### config.mk
export PLATFORM = sky130hd
export DESIGN_NAME = tcpa_cell
export DESIGN_NICKNAME = d
export VERILOG_FILES = /design/src/hw/rtl/tcpa_pkg.sv /design/src/hw/rtl/tcpa_cell.sv
export VERILOG_INCLUDE_DIRS = /design/src /design/src/hw/rtl
export SDC_FILE = /design/constraint.sdc
export NUM_CORES = 1
export LEC_CHECK = 0
export ABC_AREA = 1
export BUFFER_PORTS_ARGS = -buffer_cell sky130_fd_sc_hd__buf_2
export CAP_MARGIN = 25
export CORE_ASPECT_RATIO = 0.6
export CORE_MARGIN = 8
export CORE_UTILIZATION = 31
export DETAILED_ROUTE_END_ITERATION = 6
export GPL_TIMING_DRIVEN = 0
export SLEW_MARGIN = 20
export SYNTH_ARGS = -nofsm -noshare
export SYNTH_HDL_FRONTEND = slang
export SYNTH_SLANG_ARGS = --single-unit
### constraint.sdc
create_clock -name clk -period 10.7 [get_ports clk]
set_input_delay 2.675 -clock clk [delete_from_list [all_inputs] [get_ports clk]]
set_output_delay 2.675 -clock clk [all_outputs]
set_load 0.03 [all_outputs]
### src/hw/rtl/triangle_check_perimeter_area_top_defines.svh
// assertion macros shared by the triangle check rtl
// no dependencies; included inside the modules that check themselves
`ifndef TRIANGLE_CHECK_PERIMETER_AREA_TOP_DEFINES_SVH
`define TRIANGLE_CHECK_PERIMETER_AREA_TOP_DEFINES_SVH

// same-cycle implication, off during reset
`define TCPA_ASSERT_NOW(label, clk, rst, pre, post) \
  label: assert property (@(posedge clk) disable iff (rst) (pre) |-> (post)) \
    else $error("tcpa check failed");

// next-cycle implication, off during reset
`define TCPA_ASSERT_NEXT(label, clk, rst, pre, post) \
  label: assert property (@(posedge clk) disable iff (rst) (pre) |=> (post)) \
    else $error("tcpa check failed");

`endif

### src/hw/rtl/tcpa_pkg.sv
// widths and the square-root cell payload for the triangle check block
// no dependencies
`default_nettype none

package tcpa_pkg;

  localparam int SIDE_W  = 16;
  localparam int FRAC_W  = 8;
  localparam int PERIM_W = SIDE_W + 2;
  localparam int F_W     = SIDE_W + 1;          // b+c-a style factors
  localparam int M1_W    = PERIM_W + F_W;       // p * f1
  localparam int M2_W    = 2 * F_W;             // f2 * f3
  localparam int LO_W    = M2_W / 2;            // low split of m2
  localparam int HI_W    = M2_W - LO_W;
  localparam int PP_W    = M1_W + LO_W;         // partial product width
  localparam int X_W     = M1_W + M2_W;         // full heron product
  localparam int SHIFT   = 2 * FRAC_W + 4;
  localparam int AREA_W  = 23;
  localparam int RAD_W   = 2 * AREA_W;          // radicand bits kept
  localparam int ROOT_W  = AREA_W;
  localparam int REM_W   = ROOT_W + 2;

  typedef logic [SIDE_W-1:0]  side_t;
  typedef logic [PERIM_W-1:0] perim_t;
  typedef logic [AREA_W-1:0]  area_t;

  // one item travelling down the root chain
  typedef struct packed {
    logic              ok;
    perim_t            perim;
    logic [RAD_W-1:0]  rad;
    logic [REM_W-1:0]  rem;
    logic [ROOT_W-1:0] root;
  } sq_t;

endpackage

`default_nettype wire

### src/hw/rtl/tcpa_cell.sv
// one square-root cell: brings down two radicand bits, settles one root bit
// depends on tcpa_pkg and the shared assertion macros
`default_nettype none

module tcpa_cell (
  input  wire logic          clk,
  input  wire logic          rst,
  input  wire logic          up_valid,
  input  wire tcpa_pkg::sq_t up_data,
  output logic               up_take,
  output logic               dn_valid,
  output tcpa_pkg::sq_t      dn_data,
  input  wire logic          dn_take
);
  import tcpa_pkg::*;
  `include "triangle_check_perimeter_area_top_defines.svh"

  logic               valid;
  sq_t                data;
  logic [REM_W+1:0]   cur;
  logic [REM_W+1:0]   trial;
  logic [REM_W+1:0]   diff;
  logic               ge;
  sq_t                data_next;

  assign up_take = !valid || dn_take;

  always_comb begin
    cur   = {up_data.rem, up_data.rad[RAD_W-1 -: 2]};
    trial = {2'b00, up_data.root, 2'b01};
    ge    = cur >= trial;
    diff  = cur - trial;
    data_next       = up_data;
    data_next.rad   = {up_data.rad[RAD_W-3:0], 2'b00};
    data_next.rem   = ge ? diff[REM_W-1:0] : cur[REM_W-1:0];
    data_next.root  = {up_data.root[ROOT_W-2:0], ge};
  end

  always_ff @(posedge clk) begin
    if (rst) begin
      valid <= 1'b0;
    end else if (up_take) begin
      valid <= up_valid;
    end
  end

  always_ff @(posedge clk) begin
    if (up_take && up_valid) begin
      data <= data_next;
    end
  end

  assign dn_valid = valid;
  assign dn_data  = data;

  // remainder never exceeds twice the partial root
  `TCPA_ASSERT_NOW(a_rem_bound, clk, rst, valid, data.rem <= {1'b0, data.root, 1'b0})
  // a held item stays in the cell
  `TCPA_ASSERT_NEXT(a_hold, clk, rst, valid && !dn_take, valid && $stable(data))

endmodule

`default_nettype wire

==> summary.txt <==
Floorplanning
  – Die Width: 193 um
  – Die Height: 122 um
  – Starting Density: 0.312
  – Row count: 39
  – Ports: 232
  – Area of the die: 23600 um^2
  – Core Area: 18700 um^2

Yosys
  – #FFs+latches synth: 112
  – Post-synth top area share: 0.571
  – Synth async-reset ratio: 0
  – Ys Warns: 0
  – Synthesized netlist cell count: 631
  – EDFF count, synth: 111
  – Synthesized area: 5840 um^2
  – Primary FF master, synth: edfxtp_1
  – Distinct cells, synth: 32
  – Largest cells by area after synthesis: edfxtp_1 (57%), nand2_1 (15%), inv_1 (7.6%), ha_1 (5.4%), nand4_1 (3.5%)
  – Post-synth top area cell: edfxtp_1
  – Sequential share of the synthesized area: 0.574
  – Mapped Avg Cell Area: 9.26 um^2

Clocking
  – CTS tree: yes
  – Clk slew on worst S/H paths: 0.07 ns
  – Setup bufs post-CTS: 0
  – Post-CTS Hold Buffers: 0
  – Worst-Skew Late Latency: 0.37 ns
  – H-tree Lvls: 3
  – Root Driver: clkbuf_16
  – Sink Count: 112
  – PostCTS Resize Cnt: 0
  – Cts bufs inserted: 9
  – Clock buffer depth: 2

Critical path
  – Crit Path Max Fanout: 2
  – Critical path data arrival time: 3.13 ns
  – CP Capture Type: output pin
  – WP data required: 8.03 ns
  – CP Class: primary input to output pin
  – R2r setup slk: 9.01 ns
  – FF-to-FF path depth: 3
  – Startpoint type of the worst setup path: primary input
  – Worst r2r dst: dn_data[92]
  – Reg-to-Reg Start: dn_valid

STA
  – Pins Over Slew Limit: 0
  – Worst Clk Skew: 0.00559 ns
  – Unrepaired setup endpoints after global routing: no
  – Hold Vio Cnt, Final: 0
  – Top achievable clock speed: 0.172 GHz
  – Fin crit share: 0.543
  – Max_slew headroom: 0.546
  – Least-Margin Pin Slew: 0.679 ns
  – Min Tclk post-route: 5.81 ns
  – Min Hold Slack: 0.549 ns
  – Final setup fails: 0

Pwr
  – Max IR drop VDD: 0.0721 mV
  – Power per cell area: 146 nW/um^2
  – Tot Pwr: 1.13 mW
  – Leakage: 3.93 nW

Route
  – Remaining antenna violation count: 0
  – Iter 0 DRT Violations: 265
  – M1 WL: 9.11 mm
  – Routed via count: 4950
  – DR WL met3: 1.74 mm
  – First drt pass iteration count: 5
  – Vias/cell: 4.39
  – Met2 wire length: 7.02 mm
  – DR top layer: met5
  – Remaining DRCs: 0
  – Avg WL per Cell: 16.0 um
  – Routed wire length: 18.0 mm

Layout
  – P&R area growth vs syn: 32.3%
  – Commonest non-fill, non-tap cell in the layout: buf_2
  – N_diodes: 0
  – Fin util: 0.413
  – Total Nets Final: 1019
  – Most frequent cells in the layout: buf_2 (234), nand2_1 (230), inv_1 (119)
  – Share of cells above drive strength 1: 0.314

Run status
  – Status: completed

Placed design
  – Hpwl dp: 14.9 mm
  – Port bufs: 229
  – Routability cong.: 0.890

Min path
  – HP Class: flip-flop to flip-flop
  – Startpoint of the lowest-slack hold path: dn_valid
  – Worst Hold Depth: 2
  – Hold endpoint: dn_valid

Global route
  – Vias in the first global route: 4988
  – Tot GR Track Use: 0.154
  – Antenna violations before repair: 3
  – Largest net degree at the start of global routing: 25
  – First-pass GRT wire length: 28.1 mm
  – Grt ovf: 0

Run
  – Max-Cap Viols: 0
[critical path: stages]
cell and delay (ns):
buf_2 0.09, inv_1 0.10, nand2_1 0.08, buf_2 0.18
[per-stage QoR]
stage                     instance area [um^2]  std cells  TNS, ns  setup slack [ns]
after floorplan                           5840        632        0              2.01
after global placement                    7300       1107   -79.04            -0.721
after detailed placement                  7450       1112        0              4.89
after CTS                                 7730       1128        0              4.88
after global routing                      7730       1128        0              4.85
final                                     7730       1128        0              4.89
[routing by layer]
layer | up-vias | global-route usage
met5 | - | 0
met4 | 6 | 0.0316
met3 | 17 | 0.0602
met2 | 208 | 0.213
met1 | 2194 | 0.222
li1 | 2525 | -
[sequential cells by signal (all words and copies together) (netlist names)]
register and count:
dn_data 111, dn_valid 1
[worst max-delay path by stage]
| stage | startpoint | to | slack, ns | depth (start not counted) |
|---|---|---|---|---|
| floorplan | up_valid | dn_data[0] | 2.01 | 2 |
| global placement | up_valid | dn_data[22] | -0.72 | 3 |
| detailed placement | dn_take | up_take | 4.89 | 4 |
| CTS | dn_take | up_take | 4.88 | 4 |
| global route | dn_take | up_take | 4.85 | 4 |
| finish | dn_take | up_take | 4.89 | 4 |
[cells in the mapped netlist, types with 2 or more instances]
cell type,number
nor2_2,4
ha_1,25
buf_4,2
edfxtp_1,111
nand2_2,3
inv_2,2
buf_6,2
nor2_1,29
nand3_1,22
xor2_1,10
inv_1,119
nor3_1,2
nand3b_1,2
buf_2,5
nand2_1,230
and2_1,2
nand3_4,2
a21oi_1,13
nand4_1,33
[logic make-up after synthesis]
| kind of cell | count (synthesis) | share of synthesized area |
|---|---|---|
| flip-flops | 112 | 0.574 |
| AND/OR/NAND/NOR | 335 | 0.250 |
| buffers and inverters | 132 | 0.0900 |
| XOR/XNOR | 11 | 0.0165 |
| AO/OA/AOI/OAI | 15 | 0.0148 |
| other | 1 | 0.000642 |
| adder cells (fa/ha/maj) | 25 | 0.0536 |
[power by group]
| part | internal (mW) | total, mW | switching [mW] | leakage [nW] |
|---|---|---|---|---|
| logic | 0.0862 | 0.272 | 0.186 | 2.71 |
| registers | 0.523 | 0.530 | 0.00752 | 1.08 |
| clock network | 0.162 | 0.330 | 0.168 | 0.129 |
| total | 0.771 | 1.13 | 0.361 | 3.93 |
[area by class of cell]
cell class	instances	area (um^2)
fill	1895	11000
sequential	112	3350
multi-input combinational	388	1980
timing repair buffer	234	1280
inverter	121	454
tap	246	308
clock buffer	10	229
buffer	11	71.3
clock inverter	6	53.8
Note: power is estimated with default switching activity, not from simulation.
