**src/hw/rtl/triangle_check_perimeter_area_top_defines.svh**
```systemverilog
// assertion macros shared by the triangle check rtl
// no dependencies; included inside the modules that check themselves
`ifndef TRIANGLE_CHECK_PERIMETER_AREA_TOP_DEFINES_SVH
`define TRIANGLE_CHECK_PERIMETER_AREA_TOP_DEFINES_SVH

// same-cycle implication, off during reset
`define TCPA_ASSERT_NOW(label, clk, rst, pre, post) \
  label: assert property (@(posedge clk) disable iff (rst) (pre) |-> (post)) \
    else $error("tcpa check failed");

// next-cycle implication, off during reset
`define TCPA_ASSERT_NEXT(label, clk, rst, pre, post) \
  label: assert property (@(posedge clk) disable iff (rst) (pre) |=> (post)) \
    else $error("tcpa check failed");

`endif

```
**src/hw/rtl/tcpa_pkg.sv**
```systemverilog
// widths and the square-root cell payload for the triangle check block
// no dependencies
`default_nettype none

package tcpa_pkg;

  localparam int SIDE_W  = 16;
  localparam int FRAC_W  = 8;
  localparam int PERIM_W = SIDE_W + 2;
  localparam int F_W     = SIDE_W + 1;          // b+c-a style factors
  localparam int M1_W    = PERIM_W + F_W;       // p * f1
  localparam int M2_W    = 2 * F_W;             // f2 * f3
  localparam int LO_W    = M2_W / 2;            // low split of m2
  localparam int HI_W    = M2_W - LO_W;
  localparam int PP_W    = M1_W + LO_W;         // partial product width
  localparam int X_W     = M1_W + M2_W;         // full heron product
  localparam int SHIFT   = 2 * FRAC_W + 4;
  localparam int AREA_W  = 23;
  localparam int RAD_W   = 2 * AREA_W;          // radicand bits kept
  localparam int ROOT_W  = AREA_W;
  localparam int REM_W   = ROOT_W + 2;

  typedef logic [SIDE_W-1:0]  side_t;
  typedef logic [PERIM_W-1:0] perim_t;
  typedef logic [AREA_W-1:0]  area_t;

  // one item travelling down the root chain
  typedef struct packed {
    logic              ok;
    perim_t            perim;
    logic [RAD_W-1:0]  rad;
    logic [REM_W-1:0]  rem;
    logic [ROOT_W-1:0] root;
  } sq_t;

endpackage

`default_nettype wire

```
**src/hw/rtl/tcpa_front.sv**
```systemverilog
// front pipeline: triangle test, perimeter and the heron product, four stages
// depends on tcpa_pkg
`default_nettype none

module tcpa_front (
  input  wire logic           clk,
  input  wire logic           rst,
  input  wire logic           up_valid,
  input  wire tcpa_pkg::side_t side_a,
  input  wire tcpa_pkg::side_t side_b,
  input  wire tcpa_pkg::side_t side_c,
  output logic                up_take,
  output logic                dn_valid,
  output tcpa_pkg::sq_t       dn_data,
  input  wire logic           dn_take
);
  import tcpa_pkg::*;

  logic v1, v2, v3, v4;
  logic take1, take2, take3, take4;

  logic           ok1, ok2, ok3;
  perim_t         p1, p2, p3;
  logic [F_W-1:0] f1, f2, f3;
  logic [M1_W-1:0] m1;
  logic [M2_W-1:0] m2;
  logic [PP_W-1:0] pl, ph;
  sq_t            s4;

  logic [F_W-1:0]  sum_ab, sum_bc, sum_ac;
  logic            ok_c;
  perim_t          perim_c;
  logic [X_W-1:0]  x_c;
  logic            over_c;
  logic [RAD_W-1:0] rad_c;

  // a stage moves when it is empty or the next one moves
  assign take4   = !v4 || dn_take;
  assign take3   = !v3 || take4;
  assign take2   = !v2 || take3;
  assign take1   = !v1 || take2;
  assign up_take = take1;

  always_comb begin
    sum_ab  = {1'b0, side_a} + {1'b0, side_b};
    sum_bc  = {1'b0, side_b} + {1'b0, side_c};
    sum_ac  = {1'b0, side_a} + {1'b0, side_c};
    ok_c    = (sum_ab > {1'b0, side_c}) && (sum_bc > {1'b0, side_a}) &&
              (sum_ac > {1'b0, side_b});
    perim_c = {1'b0, sum_ab} + {2'b00, side_c};
  end

  // full product, only bits above the fixed-point scale reach the root
  always_comb begin
    x_c    = {{(X_W-PP_W){1'b0}}, pl} + {ph, {LO_W{1'b0}}};
    over_c = |x_c[X_W-1:SHIFT+RAD_W];
    if (!ok3) begin
      rad_c = '0;
    end else if (over_c) begin
      rad_c = '1;        // root of all ones is the saturated area
    end else begin
      rad_c = x_c[SHIFT+RAD_W-1:SHIFT];
    end
  end

  always_ff @(posedge clk) begin
    if (rst) begin
      v1 <= 1'b0;
      v2 <= 1'b0;
      v3 <= 1'b0;
      v4 <= 1'b0;
    end else begin
      if (take1) v1 <= up_valid;
      if (take2) v2 <= v1;
      if (take3) v3 <= v2;
      if (take4) v4 <= v3;
    end
  end

  always_ff @(posedge clk) begin
    if (take1 && up_valid) begin
      ok1 <= ok_c;
      p1  <= perim_c;
      f1  <= sum_bc - {1'b0, side_a};
      f2  <= sum_ac - {1'b0, side_b};
      f3  <= sum_ab - {1'b0, side_c};
    end
    if (take2 && v1) begin
      ok2 <= ok1;
      p2  <= p1;
      m1  <= {{F_W{1'b0}}, p1} * {{PERIM_W{1'b0}}, f1};
      m2  <= {{F_W{1'b0}}, f2} * {{F_W{1'b0}}, f3};
    end
    if (take3 && v2) begin
      ok3 <= ok2;
      p3  <= p2;
      pl  <= {{LO_W{1'b0}}, m1} * {{M1_W{1'b0}}, m2[LO_W-1:0]};
      ph  <= {{HI_W{1'b0}}, m1} * {{M1_W{1'b0}}, m2[M2_W-1:LO_W]};
    end
    if (take4 && v3) begin
      s4.ok    <= ok3;
      s4.perim <= p3;
      s4.rad   <= rad_c;
      s4.rem   <= '0;
      s4.root  <= '0;
    end
  end

  assign dn_valid = v4;
  assign dn_data  = s4;

endmodule

`default_nettype wire

```
**config.mk**
```make
export PLATFORM = sky130hd
export DESIGN_NAME = tcpa_front
export DESIGN_NICKNAME = d
export VERILOG_FILES = /design/src/hw/rtl/triangle_check_perimeter_area_top_defines.svh /design/src/hw/rtl/tcpa_pkg.sv /design/src/hw/rtl/tcpa_front.sv
export SDC_FILE = /design/constraint.sdc
export NUM_CORES = 2
export LEC_CHECK = 0
export BUFFER_PORTS_ARGS = -buffer_cell sky130_fd_sc_hd__buf_2
export CAP_MARGIN = 20
export CORE_MARGIN = 5
export CORE_UTILIZATION = 25
export DETAILED_ROUTE_END_ITERATION = 10
export PLACE_DENSITY_LB_ADDON = 0.12
export SLEW_MARGIN = 20
export SYNTH_ARGS = -nofsm -noshare
export SYNTH_HDL_FRONTEND = slang
export SYNTH_SLANG_ARGS = --single-unit
```
**constraint.sdc**
```tcl
create_clock -name clk -period 31 [get_ports clk]
set_input_delay 4.65 -clock clk [delete_from_list [all_inputs] [get_ports clk]]
set_output_delay 4.65 -clock clk [all_outputs]
set_load 0.1 [all_outputs]
```
==> flow_metrics.env <==
export IMPL_status="finished, final reports clean"
export IMPL_endpoint_kind="output port"
export IMPL_gr_usage_all_layers=0.1507
export IMPL_yosysSeqAreaShare=0.1356
export IMPL_synth_area_leader_cell="fa_1"
export IMPL_start_kind="input pin"
export IMPL_routedWlPerCell_um=19.15
export IMPL_worst_setup_path_type="in -> out"
export IMPL_first_pass_iters=7
export IMPL_grt_pass1_vias=56860
export IMPL_clock_fmax_ghz=0.09402
export IMPL_die_h_um=551.3
export IMPL_netlist_area_sq_um=73240
export IMPL_place_congestion=0.8095
export IMPL_crit_path_end="up_take"
export IMPL_placementRows=198
export IMPL_crit_start="dn_take"
export IMPL_drv_cap=0
export IMPL_synth_distinct_cells=83
export IMPL_portBuffers=118
export IMPL_start_util=0.2514
export IMPL_core_area_sq_um=291300
export IMPL_cts_resized=0
export IMPL_drive_above_1_share=0.04260
export IMPL_cts_root_buffer="clkbuf_16"
export IMPL_arrival_ns=5.99
export IMPL_netlist_instances=7925
export IMPL_yosys_cell_count_top_type="inv_1"
export IMPL_synthTopCellsByCount="inv_1, fa_1, nand2_1"
export IMPL_hold_viol_final=0
export IMPL_async_flop_share=0
export IMPL_worstRegToRegCells=22
export IMPL_nets=9946
export IMPL_io_pins=167
export IMPL_antenna_left=0
export IMPL_post_route_period_util=0.3431
export IMPL_die_x_um=551.3
export IMPL_rr_endpoint="ph[45]"
export IMPL_cts_htree_levels=2
export IMPL_ys_warn_count=0
export IMPL_antenna_found_initial=16
export IMPL_syn_area_per_cell_sq_um=9.242
export IMPL_clkTransAtPathRegs_ns=0.06
export IMPL_clock_skew_ns=0.08142
export IMPL_min_path_type="reg -> reg"
export IMPL_finalCriticalPeriod_ns=10.64
export IMPL_via_count=51240
export IMPL_rrSetupSlack_ns=22.80
export IMPL_grt_max_degree=70
export IMPL_slew_viol_final=0
export IMPL_area_growth_pct=8.606
export IMPL_cts_hold_buf=0
export IMPL_cp_max_fo=5
export IMPL_setup_viol=0
export IMPL_synth_top_cell_area_share=0.3980
export IMPL_dp_hpwl_mm=165.9
export IMPL_cts_tree="built"
export IMPL_clockBufferDepth=3
export IMPL_cts_num_sinks=332
export IMPL_grt_ovfl_total=0
export IMPL_ys_ff_latch=332
export IMPL_via_per_inst=4.354
export IMPL_ys_dominant_reg_cell="edfxtp_1"
export IMPL_cp_required_ns=26.35
export IMPL_ys_top_cells_by_area="fa_1, edfxtp_1, ha_1, inv_1, nand2_1"
export IMPL_drc=0
export IMPL_max_slew_margin=0.2583
export IMPL_grt_pass1_wl_mm=351.6
export IMPL_die_area_sq_um=303900
export IMPL_tns_ns=0
export IMPL_routed_wl_mm=225.4
export IMPL_rr_startpoint="m1[14]"
export IMPL_drt_iter0_drc=2601
export IMPL_cts_buffers=48
export IMPL_rsz0062_at_grt="false"
export IMPL_worst_skew_pair_late_latency_ns=0.71
export IMPL_worstMarginPinSlew_ns=1.113
export IMPL_post_cts_buffers=0
export IMPL_synth_edf_count=328
[final cells by class]
type,count,area (sq um)
fillers,31360,211800
multi-input cells,5423,54980
flip-flops and latches,332,9930
inverters,1796,6741
well taps,3900,4880
repair buffers,223,1390
clock buffers,61,1270
clock inverters,29,337.8
diodes,5,12.51
[registers in the layout (all words and copies together), names as in the netlist]
register and cells:
m1 35, ok2 1, v3 1, ph 52, m2 34, ok3 1
p2 18, dn_data 65, f3 17, v2 1, f2 17, dn_valid 1
ok1 1, v1 1, pl 35, p1 17, p3 18, f1 17
[logic make-up (layout without fill, tap and decap cells)]
kind of cell,after synthesis,in the layout,synth area share
compound gates,719,719,0.06357
xor+xnor,263,263,0.03145
fa+ha+maj,2070,2070,0.5029
buf+inv,2217,2109,0.1166
flops,332,332,0.1356
mux,3,3,0.0004100
other cells,1,53,0.00005120
simple gates,2320,2320,0.1495
[layout by cell type (no fill, tap or decap), types with 30 or more instances in the layout]
master	count
and2_1	639
nand2_1	1275
a21o_1	144
edfxtp_1	328
ha_1	614
xor2_1	81
fa_1	1456
nor2_1	154
conb_1	48
nand4_1	33
nor2b_1	31
buf_2	118
nor3_1	30
inv_1	1796
o21ai_0	104
o21bai_1	37
xnor2_1	182
buf_4	103
nand3_1	41
a21oi_1	233
clkbuf_16	48
[layer usage]
| layer | GRT usage | wire length [um] | vias to the layer above | share of wire |
|---|---|---|---|---|
| li1 | - | - | 23550 | - |
| met1 | 0.2143 | 108700 | 26560 | 0.48 |
| met2 | 0.2473 | 103000 | 928 | 0.46 |
| met3 | 0.01748 | 8929 | 199 | 0.040 |
| met4 | 0.03068 | 4745 | 0 | 0.021 |
| met5 | 0 | 0 | - | 0 |
[critical path: stages]
cell and delay (ns):
buf_2 0.10, nor2b_1 0.43, and3_1 0.40, nand2_1 0.10, buf_2 0.30
[through the flow]
stage	setup WS (ns)	utilization	cell area [sq um]	cells	hold slack, ns
final	20.36	0.2730	79550	11770	0.4155
after global routing	20.24	0.2730	79540	11770	0.4237
after CTS	20.34	0.2729	79510	11760	0.4149
after detailed placement	20.36	0.2674	77900	11670	0.4064
after global placement	20.33	0.2674	77900	11670	0.4032
after floorplan	17.86	-	73420	7972	0.4003
[how the worst min path moves through the flow]
stage / startpoint / end / slack [ns] / cells after the start
6_report: p3[6] / dn_data[100] / 0.42 / 0
5_1_grt: p3[3] / dn_data[97] / 0.42 / 0
4_1_cts: p3[6] / dn_data[100] / 0.41 / 0
3_5_place_dp: p3[4] / dn_data[98] / 0.41 / 0
3_3_place_gp: p2[0] / p3[0] / 0.40 / 0
2_1_floorplan: p3[6] / dn_data[100] / 0.40 / 0
Power is left out: the tool's default activity adds up to more than one toggle a clock period on the data nets, which glitch-free logic cannot reach.
